File: src/rtl/kst_pkg.sv
`timescale 1ns / 1ps
`default_nettype none

package kst_pkg;

  localparam int TABLE_DEPTH = 1024;
  localparam int KEY_BITS    = 32;
  localparam int INDEX_BITS  = 32;

  localparam int ADDR_BITS   = $clog2(TABLE_DEPTH);
  localparam int FILL_BITS   = ADDR_BITS + 1;

  localparam int KEY_W       = 32;
  localparam int OUT_IDX_W   = 32;
  localparam int CAP_W       = 11;
  localparam int ROW_W       = 16;
  localparam int CNT_W       = 17;

  localparam logic [CAP_W-1:0] CAP_RESET = CAP_W'(1024);
  localparam logic [ROW_W-1:0] ROW_MAX   = ROW_W'(65535);
  localparam logic [CNT_W-1:0] CNT_MAX   = CNT_W'(65536);

  typedef struct packed {
    logic                 valid;
    logic [KEY_BITS-1:0]  key;
    logic [ADDR_BITS-1:0] idx;
  } kst_entry_t;

  typedef enum logic [2:0] {
    ST_CLEAR,
    ST_IDLE,
    ST_READ,
    ST_CHECK,
    ST_DONE
  } kst_state_t;

  typedef struct packed {
    logic in_ready;
    logic load;
    logic clear_step;
    logic advance;
    logic check;
    logic commit;
  } kst_cmd_t;

  typedef struct packed {
    logic in_valid;
    logic clear_last;
    logic match;
    logic empty;
    logic exhausted;
    logic out_free;
  } kst_status_t;

  function automatic logic [ADDR_BITS-1:0] key_hash(input logic [KEY_BITS-1:0] k);
    logic [ADDR_BITS-1:0] h;
    h = '0;
    for (int i = 0; i < KEY_BITS; i += ADDR_BITS) begin
      h = h ^ ADDR_BITS'(k >> i);
    end
    return h;
  endfunction

endpackage

`default_nettype wire

File: src/rtl/kst_ctrl.sv
`timescale 1ns / 1ps
`default_nettype none

module kst_ctrl (
  input  wire logic                 clk,
  input  wire logic                 rst_n,
  input  wire kst_pkg::kst_status_t st,
  output kst_pkg::kst_cmd_t         cmd
);
  import kst_pkg::*;

  kst_state_t state_r, state_nxt;

  always_ff @(posedge clk) begin
    if (!rst_n) begin
      state_r <= ST_CLEAR;
    end else begin
      state_r <= state_nxt;
    end
  end

  always_comb begin
    state_nxt = state_r;
    case (state_r)
      ST_CLEAR: begin
        if (st.clear_last) state_nxt = ST_IDLE;
      end
      ST_IDLE: begin
        if (st.in_valid) state_nxt = ST_READ;
      end
      ST_READ: begin
        state_nxt = ST_CHECK;
      end
      ST_CHECK: begin
        if (st.match || st.empty || st.exhausted) begin
          state_nxt = ST_DONE;
        end else begin
          state_nxt = ST_READ;
        end
      end
      ST_DONE: begin
        if (st.out_free) state_nxt = ST_IDLE;
      end
      default: state_nxt = ST_CLEAR;
    endcase
  end

  always_comb begin
    cmd = '0;
    case (state_r)
      ST_CLEAR: begin
        cmd.clear_step = 1'b1;
      end
      ST_IDLE: begin
        cmd.in_ready = 1'b1;
        cmd.load     = st.in_valid;
      end
      ST_CHECK: begin
        if (st.match || st.empty || st.exhausted) begin
          cmd.check = 1'b1;
        end else begin
          cmd.advance = 1'b1;
        end
      end
      ST_DONE: begin
        cmd.commit = st.out_free;
      end
      default: cmd = '0;
    endcase
  end

endmodule

`default_nettype wire

File: config.mk
export PLATFORM = sky130hd
export DESIGN_NAME = kst_ctrl
export DESIGN_NICKNAME = d
export VERILOG_FILES = /design/src/rtl/kst_pkg.sv /design/src/rtl/kst_ctrl.sv
export SDC_FILE = /design/constraint.sdc
export NUM_CORES = 1
export LEC_CHECK = 0
export BUFFER_PORTS_ARGS = -buffer_cell sky130_fd_sc_hd__buf_2
export CAP_MARGIN = 20
export CORE_AREA = 5 5 42 44
export DETAILED_ROUTE_END_ITERATION = 6
export DIE_AREA = 0 0 47 49
export PLACE_DENSITY = 0.42
export SLEW_MARGIN = 40
export SYNTH_ARGS = -nofsm -noshare
export SYNTH_HDL_FRONTEND = slang
export SYNTH_SLANG_ARGS = --single-unit
File: constraint.sdc
create_clock -name clk -period 2.1 [get_ports clk]
set_clock_uncertainty 0.1 [all_clocks]
set_input_delay 0.21 -clock clk [delete_from_list [all_inputs] [get_ports clk]]
set_output_delay 0.21 -clock clk [all_outputs]
set_load 0.05 [all_outputs]
=== Yosys cells after proc, flatten, opt, wreduce, memory -nomap -nowiden ===
Index checks and enable logic that the tools add are counted.

* Flip-flop bits (word level): 3
* Input bits: 8
* Output and inout port bits: 6
* Word-level logic and storage cells: 23

* Equal/unequal tests: 7
* Muxes and demuxes: 11
* Reduce and logical (&&, ||, !) cells: 4

{| class="wikitable"
|+ Operators by type and width
! cell !! number
|-
| $pmux 3 s5 || 1
|-
| $mux 3 || 4
|-
| $eq 3x2->1 const B || 2
|-
| $ne 2x2->1 const B || 3
|-
| $mux 1 || 4
|-
| $mux 2 || 2
|-
| $eq 3x1->1 const B || 1
|-
| $eq 3x3->1 const B || 1
|-
| $logic_not 3->1 || 1
|-
| $reduce_and 3->1 || 1
|-
| $logic_or 1x1->1 || 2
|}

=== Longest topological paths before layout ===
Gate-level depths: netlist of the first run.

* Depth in word-level cells: 4
* Gate-level depth with buffers: 4
* Depth with buffers taken out: 3

=== Worst setup path before layout of the first run ===
Ideal clock, no wire load.

* Kind: reg2out
* Start point: reg state_r[2]
* End point: out cmd[2] (netlist name)
* Data arrival time: 2.114 ns
* Data required time: 1.790 ns
* Path slack: -0.324 ns
* Cell stages (with the launch flop): 4
* Buffers on the path: 1
* Path through: dfxtp_1 -> buf_6 -> nand2b_1 -> nor4bb_1

{| class="wikitable"
|+ RTL lines
! element !! RTL line !! text
|-
| from (decl) || kst_ctrl.sv:12 || <nowiki>kst_state_t state_r, state_nxt;</nowiki>
|-
| from (signal assigned) || kst_ctrl.sv:18 || <nowiki>state_r <= state_nxt;</nowiki>
|-
| to (decl) || kst_ctrl.sv:8 || <nowiki>output kst_pkg::kst_cmd_t cmd</nowiki>
|}

==> results of run 1 <==
cell families (layout without fill, tap and decap cells):
group                  Yosys count  after routing  share of synthesized area [%]
AO/OA/AOI/OAI                    7              7                          20.38
buffers and inverters            6             19                          16.11
flip-flops                       3              3                          22.75
multiplexers                     1              1                          3.792
AND/OR/NAND/NOR                 16             16                          36.97
critical path, cell delays in order, from the launching register on:
cell and delay (ps):
dfxtp_1 470, nand2b_1 150, nor4bb_2 260, buf_2 300
through the flow:
step	power, W	std cells
finish	0.0002330	62
global route	0.0002500	62
CTS	0.0002410	62
detailed placement	0.0001344	58
global placement	0.0001351	58
floorplan	0.0001207	33
metal layers:
metal	vias to the layer above	global-route usage, %	part of all wire, %
li1	140	-	-
met3	0	1.107	7.7
met4	0	5.530	0
met5	-	0	0
met1	114	7.692	46
met2	9	7.692	46
report_power, final:
part           internal [W]  switching [W]  total [W]
logic             0.0000221      0.0000421  0.0000643
registers         0.0000607     0.00000781  0.0000685
clock network     0.0000712      0.0000291   0.000100
how the worst max path moves through the flow:
stage / startpoint / depth (start not counted) / slack (ps) / end
after floorplan: state_r[2] / 4 / -6 / cmd[4]
after global placement: state_r[0] / 3 / 610 / cmd[2]
after detailed placement: state_r[0] / 3 / 600 / cmd[2]
after CTS: state_r[0] / 3 / 340 / cmd[2]
after global routing: state_r[0] / 3 / 260 / cmd[2]
final: state_r[0] / 3 / 370 / cmd[2]
final cells by class:
cell class                 count  area (um2)
inverter                       2       7.507
clock buffer                   4       26.28
sequential                     3       60.06
timing repair buffer          13       65.06
tap                           16       20.02
fill                         165        1055
multi-input combinational     24       167.7
cell usage in the layout (no fill, tap or decap):
| master | n |
|---|---|
| and2_1 | 1 |
| nor4b_2 | 1 |
| nand2b_1 | 1 |
| and3_2 | 1 |
| clkbuf_1 | 1 |
| o31ai_1 | 1 |
| inv_1 | 2 |
| nor2_1 | 6 |
| buf_2 | 13 |
| o211a_1 | 2 |
| clkbuf_4 | 3 |
| dfxtp_1 | 3 |
| a21oi_1 | 1 |
| nand3b_1 | 1 |
| a21oi_2 | 1 |
| nor4bb_2 | 1 |
| nand2_1 | 1 |
| a21o_1 | 1 |
| o21ai_0 | 1 |
| or3b_1 | 1 |
| mux2i_1 | 1 |
| nor3_1 | 2 |
==> impl_metrics.py, run 1 <==
metrics = {
    "cells_and_area": {
        "finalInstanceArea_um2": 346.6,
        "reg_top3": "state_r: 3 flops",
        "largest_reg_flops": 3,
        "regMostFlops": "state_r",
        "post-route-util_pct": 24.73,
        "drive_above_1_share_pct": 43.48,
        "syn2layout_area_growth_pct": 31.28,
        "antenna_cells": 0,
        "finalNetCount": 55,
    },
    "placement": {
        "place_hpwl_um": 485.2,
        "place_area_um2": 320.3,
        "portBuffers": 13,
        "place_ws_ps": 598.9,
        "gp_congestion": 0.6850,
    },
    "grt": {
        "grt_pass1_vias": 245,
        "antenna_found_initial": 0,
        "grt_max_degree": 10,
        "grt.total_usage_pct": 5.915,
        "grt_overflow_total": 0,
        "grt_first_pass_wirelength_um": 979,
    },
    "drt": {
        "drc": 0,
        "drt_iter0_drc": 4,
        "vias": 263,
        "postRouteAntennaNets": 0,
        "drt-vias-per-instance": 4.242,
        "first_pass_iters": 2,
        "wl_per_cell_um": 9.581,
        "wl_um": 594,
    },
    "clocking": {
        "cts.sinks": 3,
        "numCtsBuffers": 3,
        "path_clk_slew_ps": 40,
        "cts_resized": 0,
        "cts_tree": "done",
        "postCtsSetupBuffers": 0,
        "clockBufferDepth": 2,
        "cts_root_buf": "clkbuf_4",
        "insertion_delay_ps": 230,
        "htree_levels": 1,
        "postCtsHoldBufs": 0,
    },
    "timing": {
        "max_clock_freq_mhz": 579.2,
        "setup_viol": 0,
        "fin_hold_ws_ps": 122.2,
        "rsz0062_at_grt": "false",
        "setup_tns_ps": 0,
        "maxSlewViolCount": 0,
        "hold_viol_final": 0,
        "min_period_ps": 1727,
        "fin_ws_ps": 373.5,
        "maxSlewHeadroom_pct": 77.39,
        "period_share_pct": 82.21,
        "worst_pin_slew_ps": 336.3,
    },
    "logic_synthesis": {
        "ys_top_cells_by_area": "dfxtp_1 23%, buf_6 8.5%, nor2_1 8.5%",
        "yosysUniqueCellTypes": 22,
        "yosys_warnings": 0,
        "avgSynthCellArea_um2": 8.000,
        "ys_seq_elements": 3,
        "synth_edf_count": 0,
        "postSynth.asyncResetShare_pct": 0,
        "syn_area_um2": 264.0,
        "synth_top_area_share_pct": 22.75,
        "ys.flop_type": "dfxtp_1",
        "ys_seq_area_share_pct": 22.75,
        "synth_cells": 33,
        "synth_most_common_cell": "nor2_1",
        "yosysTopAreaCell": "dfxtp_1",
        "synthTopCellsByCount": "6 x nor2_1, 3 x dfxtp_1",
        "syn-num-nets": 41,
    },
    "power_and_ir_drop": {
        "p_leak_nw": 0.1768,
        "peakVddDrop_v": 0.0001822,
        "power.density_mw_per_mm2": 672.4,
    },
    "min_path": {
        "hold_end": "state_r[2]",
        "min_from": "rst_n",
        "hold_path_class": "input port to register",
        "whs_path_depth": 2,
    },
    "setup_path": {
        "timing.rr.start": "state_r[0]",
        "reg2reg_slack_ps": 810,
        "worstSetupPathType": "register to output port",
        "cp_max_fo": 9,
        "endpoint_kind": "output port",
        "worstPathRequired_ps": 1790,
        "startpoint_type": "register",
        "rr_worst_depth": 3,
        "r2r_end": "state_r[0]",
        "worstPathArrival_ps": 1420,
    },
    "die": {
        "die_h_um": 49,
        "initial_core_util_pct": 18.84,
        "core-area_mm2": 0.001401,
        "boundaryPins": 14,
        "num_rows": 14,
        "dieArea_mm2": 0.002303,
        "die_x_um": 47,
    },
    "job": {
        "maxCapViolations": 0,
    },
    "status": {
        "status": "finished, final reports clean",
    },
}
No activity file was read; power rests on OpenSTA's default activity.
==> run 2, diff against run 1 <==
==> constraint.sdc (replaced) <==
create_clock -name clk -period 1.6 [get_ports clk]
set_clock_uncertainty 0.1 [all_clocks]
set_input_delay 0.16 -clock clk [delete_from_list [all_inputs] [get_ports clk]]
set_output_delay 0.16 -clock clk [all_outputs]
set_load 0.05 [all_outputs]
==> impl_metrics.py, run 2 (synthesis gave the netlist of run 1 again) <==
metrics = {
    "status": {
        "status": "finished, final reports clean",
    },
    "setup_path": {
        "startpoint_type": "register",
        "worstPathRequired_ps": 1340,
        "r2r_end": "state_r[0]",
        "endpoint_kind": "output port",
        "cp_max_fo": 3,
        "timing.rr.start": "state_r[0]",
        "cpMaxStageDelayCell": "dfxtp_1",
        "worstPathCellList": "nand2b_2 > nor4bb_4 > buf_6",
        "rr_worst_depth": 4,
        "worstPathArrival_ps": 1240,
        "critical-path-top-delay-family": "simple AND/OR/NAND/NOR gates",
        "worstSetupPathType": "register to output port",
        "reg2reg_slack_ps": 290,
        "path_buf_inv": 1,
        "cpPeakStageDelay_ps": 300,
    },
    "drt": {
        "drt-vias-per-instance": 4.125,
        "drc": 0,
        "wl_per_cell_um": 10.45,
        "wl_um": 669,
        "drt_iter0_drc": 1,
        "first_pass_iters": 2,
        "postRouteAntennaNets": 0,
        "vias": 264,
    },
    "power_and_ir_drop": {
        "finalPower_w": 0.0003219,
        "p_leak_nw": 0.2001,
        "power.density_mw_per_mm2": 806.4,
        "p_int_w": 0.0002105,
        "clkPwrFrac_pct": 41.3,
        "seq_power_share_pct": 27.1,
        "power.switching_w": 0.0001113,
        "switching_share_pct": 34.58,
        "peakVddDrop_v": 0.0002468,
        "p_comb_share_pct": 31.7,
    },
    "timing": {
        "max_clock_freq_mhz": 664.6,
        "setup_viol": 0,
        "fin_ws_ps": 95.30,
        "maxSlewViolCount": 0,
        "min_period_ps": 1505,
        "maxSlewHeadroom_pct": 76.67,
        "rsz0062_at_grt": "false",
        "worst_pin_slew_ps": 347.1,
        "setup_tns_ps": 0,
        "hold_viol_final": 0,
        "period_share_pct": 94.04,
    },
    "cells_and_area": {
        "finalNetCount": 57,
        "fillers": 166,
        "regMostFlops": "state_r",
        "largest_reg_flops": 3,
        "post-route-util_pct": 28.48,
        "drive_above_1_share_pct": 56.25,
        "mostFrequentLayoutCells": "10 x buf_2, 5 x nor2_1, 4 x buf_4",
        "finalInstanceArea_um2": 399.1,
        "final_common_cell": "buf_2",
        "syn2layout_area_growth_pct": 51.19,
        "reg_top3": "state_r: 3 flops",
        "antenna_cells": 0,
    },
    "die": {
        "core-area_mm2": 0.001401,
        "num_rows": 14,
        "dieArea_mm2": 0.002303,
        "die_x_um": 47,
        "die_h_um": 49,
        "initial_core_util_pct": 18.84,
        "boundaryPins": 14,
    },
    "clocking": {
        "postCtsHoldBufs": 0,
        "htree_levels": 1,
        "cts_tree": "done",
        "cts_root_buf": "clkbuf_4",
        "path_clk_slew_ps": 40,
        "cts.sinks": 3,
        "insertion_delay_ps": 230,
        "numCtsBuffers": 3,
        "clockBufferDepth": 2,
    },
    "grt": {
        "antenna_found_initial": 0,
        "grt_first_pass_wirelength_um": 1104,
        "grt_pass1_vias": 273,
        "grt_max_degree": 10,
        "grt_overflow_total": 0,
        "grt.total_usage_pct": 7.183,
    },
    "placement": {
        "portBuffers": 13,
        "place_ws_ps": 175.8,
        "place_hpwl_um": 545.4,
        "gp_congestion": 0.5958,
        "place_area_um2": 357.8,
    },
    "min_path": {
        "whs_path_depth": 2,
        "min_from": "rst_n",
        "hold_path_class": "input port to register",
        "hold_end": "state_r[2]",
    },
    "job": {
        "maxCapViolations": 0,
    },
}
==> run 2: cell count changes in the layout (fill, tap and decap cells not counted), sizes merged <==
cell,previous run,this run
buf,13,15
==> run 2: layout make-up <==
cell class              count  area, um2  area share, %
multi-input cells          24      192.7          48.28
well taps                  16      20.02          5.016
repair buffers             15      91.34          22.88
inverters                   2      7.507          1.881
flip-flops and latches      3      61.31          15.36
clock buffers               4      26.28          6.583
==> run 2: worst max path at each step <==
| stage | startpoint | cells past startpoint | to |
|---|---|---|---|
| 2_1_floorplan | state_r[2] | 3 | cmd[2] |
| 3_3_place_gp | state_r[1] | 3 | cmd[1] |
| 3_5_place_dp | state_r[1] | 3 | cmd[1] |
| 4_1_cts | state_r[2] | 3 | cmd[2] |
| 5_1_grt | state_r[1] | 3 | cmd[1] |
| 6_report | state_r[2] | 3 | cmd[2] |
==> run 2: through the flow <==
| step | hold WS, ps | instances |
|---|---|---|
| detailed placement | 326.9 | 60 |
| finish | 86.98 | 64 |
| floorplan | 193.4 | 33 |
| CTS | 79.81 | 64 |
| global placement | 334.1 | 60 |
| global route | 98.40 | 64 |
==> run 2: power groups by stage <==
stage	sequential, W	combinational [W]	clock [W]
6_report	0.0000872	0.000102	0.000133
3_5_place_dp	0.0000877	0.000102	0
2_1_floorplan	0.0000819	0.0000842	0
4_1_cts	0.0000870	0.000102	0.000141
5_1_grt	0.0000879	0.000111	0.000149
3_3_place_gp	0.0000879	0.000102	0
==> run 2: metal layers <==
metal	up-vias	GRT usage (%)	part of all wire [%]
li1	143	-	-
met1	105	8.791	45
met2	12	8.371	40
met3	4	0.3690	7.6
met4	0	11.06	6.6
met5	-	0	0
==> run 2: worst register-to-register path, cell delays in order, from the launching register on <==
cell,delay (ps)
dfxtp_1,340
buf_4,170
or3b_1,360
a21o_1,170
a21oi_2,110
==> run 2: what timing repair did <==
item                       4_1_cts  5_1_grt
resized for setup                2        6
buffers inserted                 0        0
setup endpoints to repair        2        3
